**src/hdl/mbt_ram.sv**
```systemverilog
// ----------------------------------------------------------------------------
// mbt_ram
// generic single write port, single read port ram with registered read data
// ----------------------------------------------------------------------------
module mbt_ram #(
    parameter int WIDTH = 1,
    parameter int DEPTH = 16
) (
    input  logic                     i_clk,
    input  logic                     i_we,
    input  logic [$clog2(DEPTH)-1:0] i_waddr,
    input  logic [WIDTH-1:0]         i_wdata,
    input  logic [$clog2(DEPTH)-1:0] i_raddr,
    output logic [WIDTH-1:0]         o_rdata
);

    logic [WIDTH-1:0] r_mem [DEPTH];
    logic [WIDTH-1:0] r_rdata;

    always_ff @(posedge i_clk) begin
        if (i_we) begin
            r_mem[i_waddr] <= i_wdata;
        end
        r_rdata <= r_mem[i_raddr];
    end

    assign o_rdata = r_rdata;

endmodule
```
**config.mk**
```make
export PLATFORM = sky130hd
export DESIGN_NAME = mbt_ram
export DESIGN_NICKNAME = d
export VERILOG_FILES = /design/src/hdl/mbt_ram.sv
export SDC_FILE = /design/constraint.sdc
export NUM_CORES = 1
export LEC_CHECK = 0
export BUFFER_PORTS_ARGS = -buffer_cell sky130_fd_sc_hd__buf_2
export CORE_MARGIN = 2
export CORE_UTILIZATION = 55
export CTS_BUF_LIST = sky130_fd_sc_hd__clkbuf_8
export DETAILED_ROUTE_END_ITERATION = 10
export PLACE_DENSITY = 0.78
export SYNTH_ARGS = -nofsm -noshare
export SYNTH_HDL_FRONTEND = slang
export SYNTH_SLANG_ARGS = --single-unit
```
**constraint.sdc**
```tcl
create_clock -name i_clk -period 3.95 [get_ports i_clk]
set_clock_uncertainty 0.1 [all_clocks]
set_input_delay 0.9875 -clock i_clk [delete_from_list [all_inputs] [get_ports i_clk]]
set_output_delay 0.9875 -clock i_clk [all_outputs]
set_load 0.01 [all_outputs]
```
# Word level (Yosys, flattened, before mapping)
# Memories as Yosys holds them, arrays and structs flattened. A register that Yosys moved wholly into a read port is not among the register bits.
# Index checks and enable logic that the tools add are counted.
[op_classes]
mux = 2
[op_table]
columns = ["cell", "n"]
rows = [
  ["$mux W1", 2],
]
[totals]
inputBits = 11
mem_count = 1
reg_bits = 0
ram_bits = 16
output_inout_bits = 1
wordCells = 3
[mem_list]
columns = ["name", "depth", "width", "rd", "rd_clocked_by_memory_dff", "wr", "line_no", "source"]
rows = [
  ["r_mem", 16, 1, 1, 1, 1, "17", "logic [WIDTH-1:0] r_mem [DEPTH];"],
]

# Depth between registers and ports, before layout
[depth]
ltp_word = 2
mapped_depth = 3
mapped_depth_nobuf = 3

# Worst setup path before layout
# No wires, ideal clock.
[synth_path]
path_type = "input port to flip-flop"
start = "in i_waddr[2]"
end = "mem r_mem[0] (enable)"
path_slack_ps = 1913
setup_ps = 312
arrival_ps = 1625
required_ps = 3538
cell_stages = 2
cell_sequence = "or3b_2 > nor3_1"
[synth_lines]
columns = ["element", "line_no", "source"]
rows = [
  ["from (decl)", "11", "input logic [$clog2(DEPTH)-1:0] i_waddr,"],
  ["to (decl)", "17", ""],
]
# No word-level cell before the write port.

# Worst setup path in the final report
[layout_path]
start = "in i_waddr[2]"
end = "mem r_mem[0] (enable)"
# No word-level cell before the write port.

==> metrics.md <==
| Metric | Value |
|---|---|
| # diodes | `0` |
| NumNets Final | `74` |
| Final setup fails | `0` |
| I/O Pins | `12` |
| Total overflow reported by the global router | `0` |
| Buffers inserted by post-CTS timing repair | `0` |
| Slowest-stage cell, CP | `or3b_2` |
| Die Width | `40.8 microns` |
| Total vias in the final route | `450` |
| Hold crit path type | `reg2reg` |
| Total clock sinks | `17` |
| Pin count of the biggest net entering global routing | `17` |
| R2R Setup Slk | `2.64 ns` |
| Critical path's largest stage delay | `0.51 ns` |
| Slew HR | `0.839` |
| Clock tree from TritonCTS | `built` |
| Levels on crit path | `3` |
| CP arrival | `1.79 ns` |
| Sum of negative setup slack | `0 ns` |
| Lkg Pwr | `0.315 nW` |
| CP Capture Type | `flop` |
| Number of port buffers | `11` |
| RR Endpoint | `o_rdata` |
| Max Cap Viol | `0` |
| Sequential share of power | `0.577` |
| Fmax | `512 MHz` |
| Mapped Cells | `47` |
| Die ar. | `1670 sq um` |
| Startpoint Class | `input port` |
| Clock Path Buffers | `2` |
| Top cell family by delay on the critical path | `simple AND/OR/NAND/NOR gates` |
| Row cnt | `13` |
| Critical Path RT | `3.79 ns` |
| Residual DRC | `0` |
| Worst-Margin Slew | `0.241 ns` |
| Critical path launch point | `i_waddr[2]` |
| CTS buffer count | `3` |
| DR iter-0 viols | `14` |
| Chip Height | `roughly 41 microns` |
| Vias in the first global route | `about 420` |
| Area of the core | `roughly 1300 sq um` |
| Worst-path cell chain | `buf_2 > or3b_2 > nor3_1` |
| Place WS | `1.74 ns` |
| H-tree depth | `1` |
| Net Sw Power | `slightly below 0.00007 W` |
| Min cycle time layout | `1.95 ns` |
| Hold WS | `0.633 ns` |
| Final worst path period share | `0.494` |
| Hold buffer count at CTS | `0` |
| Switch share | `0.194` |
| Util after Layout | `0.673` |
| Insertion delay to the later sink of the worst-skew pair | `approximately 0.24 ns` |
| Layout cells sized above 1 | `0.242` |
| Final setup margin | `2.00 ns` |
| Initial Utilization | `0.580` |
| Area Overhead vs Synth | `15.9%` |
| Net Count, Synth | `between 50 and 60` |
| WL/cell | `14.3 microns` |
| Vias per inst | `5.84` |
| Count of unique library cells instantiated by Yosys | `11` |
| Syn avg cell area | `15.9 sq um` |
| Synthesis Warnings | `0` |
| Seq/Total Area, Yosys | `0.671` |
| Pwr Total | `0.000351 W` |
| Buf+Inv Stages, Crit Path | `1` |
| Synthesis-stage register bit count | `17` |
| CP Capture Point | `r_mem[0]` |
| Critical path class | `in2reg` |
| Root Buffer | `clkbuf_8` |
| Slew Limit Fails | `0` |
| Gr usage total | `0.172` |
| Internal cell power | `0.000283 W` |
| Final HPWL DP | `801 microns` |
| First-pass detailed-route iteration total | `4` |
| Post-CTS Resized | `0` |
| RSZ-0062 raised after global routing | `false` |
| Comb pwr share | `0.077` |
| Initial antenna violation count | `0` |
| Total Wirelength | `1100 microns` |
| Status | `completed` |
| Routed Antenna Nets | `0` |
| Power Dens Cells | `406 nW/um^2` |
| Clk pin slew, worst setup/hold paths | `0.06 ns` |
| Synthesized area | `746 sq um` |
| FF-to-FF path depth | `3` |
| Clk network pwr share | `0.346` |
| Crit path max fanout | `4` |
| First-pass GRT wire length | `between 1500 and 2000 microns` |
| GPL Wtd Cong | `about 0.71` |
| Peak VDD IR | `0.000346 V` |
| Final Hold Viols | `0` |
| Worst reg2reg startpoint | `r_mem[1]` |
==> power by group through the flow <==
stage	logic, W	registers (W)	clock network [W]
floorplan	0.0000124	0.000207	0
global placement	0.0000263	0.000206	0
detailed placement	0.0000270	0.000206	0
CTS	0.0000271	0.000203	0.000122
global route	0.0000296	0.000203	0.000132
finish	0.0000270	0.000202	0.000121
==> synthesized netlist by cell type <==
cell type,count,area (sq um)
dfxtp_1,1,20.0
edfxtp_1,16,480
mux2i_1,3,30.0
mux4_1,4,105
nand2_1,1,3.75
nand2b_1,2,12.5
nand3_1,1,5.00
nand3b_1,2,15.0
nor2_1,12,45.0
nor3_1,4,20.0
or3b_2,1,8.76
==> flip-flops by register name (all words and copies together) (netlist names) <==
name     cells
o_rdata      1
r_mem       16
==> worst min path at each step <==
stage	from	endpoint	depth (start not counted)
after floorplan	r_mem[3]	o_rdata	3
after global placement	r_mem[3]	o_rdata	3
after detailed placement	r_mem[9]	o_rdata	3
after CTS	r_mem[9]	o_rdata	3
after global routing	r_mem[11]	o_rdata	3
final	r_mem[11]	o_rdata	3
==> logic make-up (layout without fill, tap and decap cells) <==
group	count (synthesis)	after routing	synth area share
buffers and inverters	0	15	0
DFF	17	17	0.671
muxes	7	7	0.181
and+or+nand+nor	23	23	0.148
==> cell usage in the layout, fill, tap and decap left out, types with 2 or more instances in the layout <==
master     n
mux4_1     4
nor2_1    12
buf_2     11
nor3_1     4
edfxtp_1  16
nand2b_1   2
mux2i_1    3
nand3b_1   2
clkbuf_8   3
==> metrics by stage <==
stage	std cells	area, sq um
2_1_floorplan	47	746
3_5_place_dp	73	820
3_3_place_gp	73	820
5_1_grt	77	865
6_report	77	865
4_1_cts	77	865
==> worst min-delay path, delay by kind of cell, from the launching register on <==
kind          cells  cell delay [ns]
multiplexers      3             0.39
flip-flops        1             0.32
==> layer usage <==
layer,vias to the layer above,part of all wire,track usage
met5,-,0,0
met1,207,0.39,0.202
li1,213,-,-
met3,6,0.081,0.0489
met4,0,0.012,0.0750
met2,24,0.52,0.289
==> area by class of cell <==
class	instances	area [sq um]
clock buffers	3	41.3
clock inverters	1	3.75
fillers	93	420
multi-input cells	30	245
flip-flops and latches	17	500
well taps	15	18.8
repair buffers	11	55.1
No activity file was read; power rests on OpenSTA's default activity.
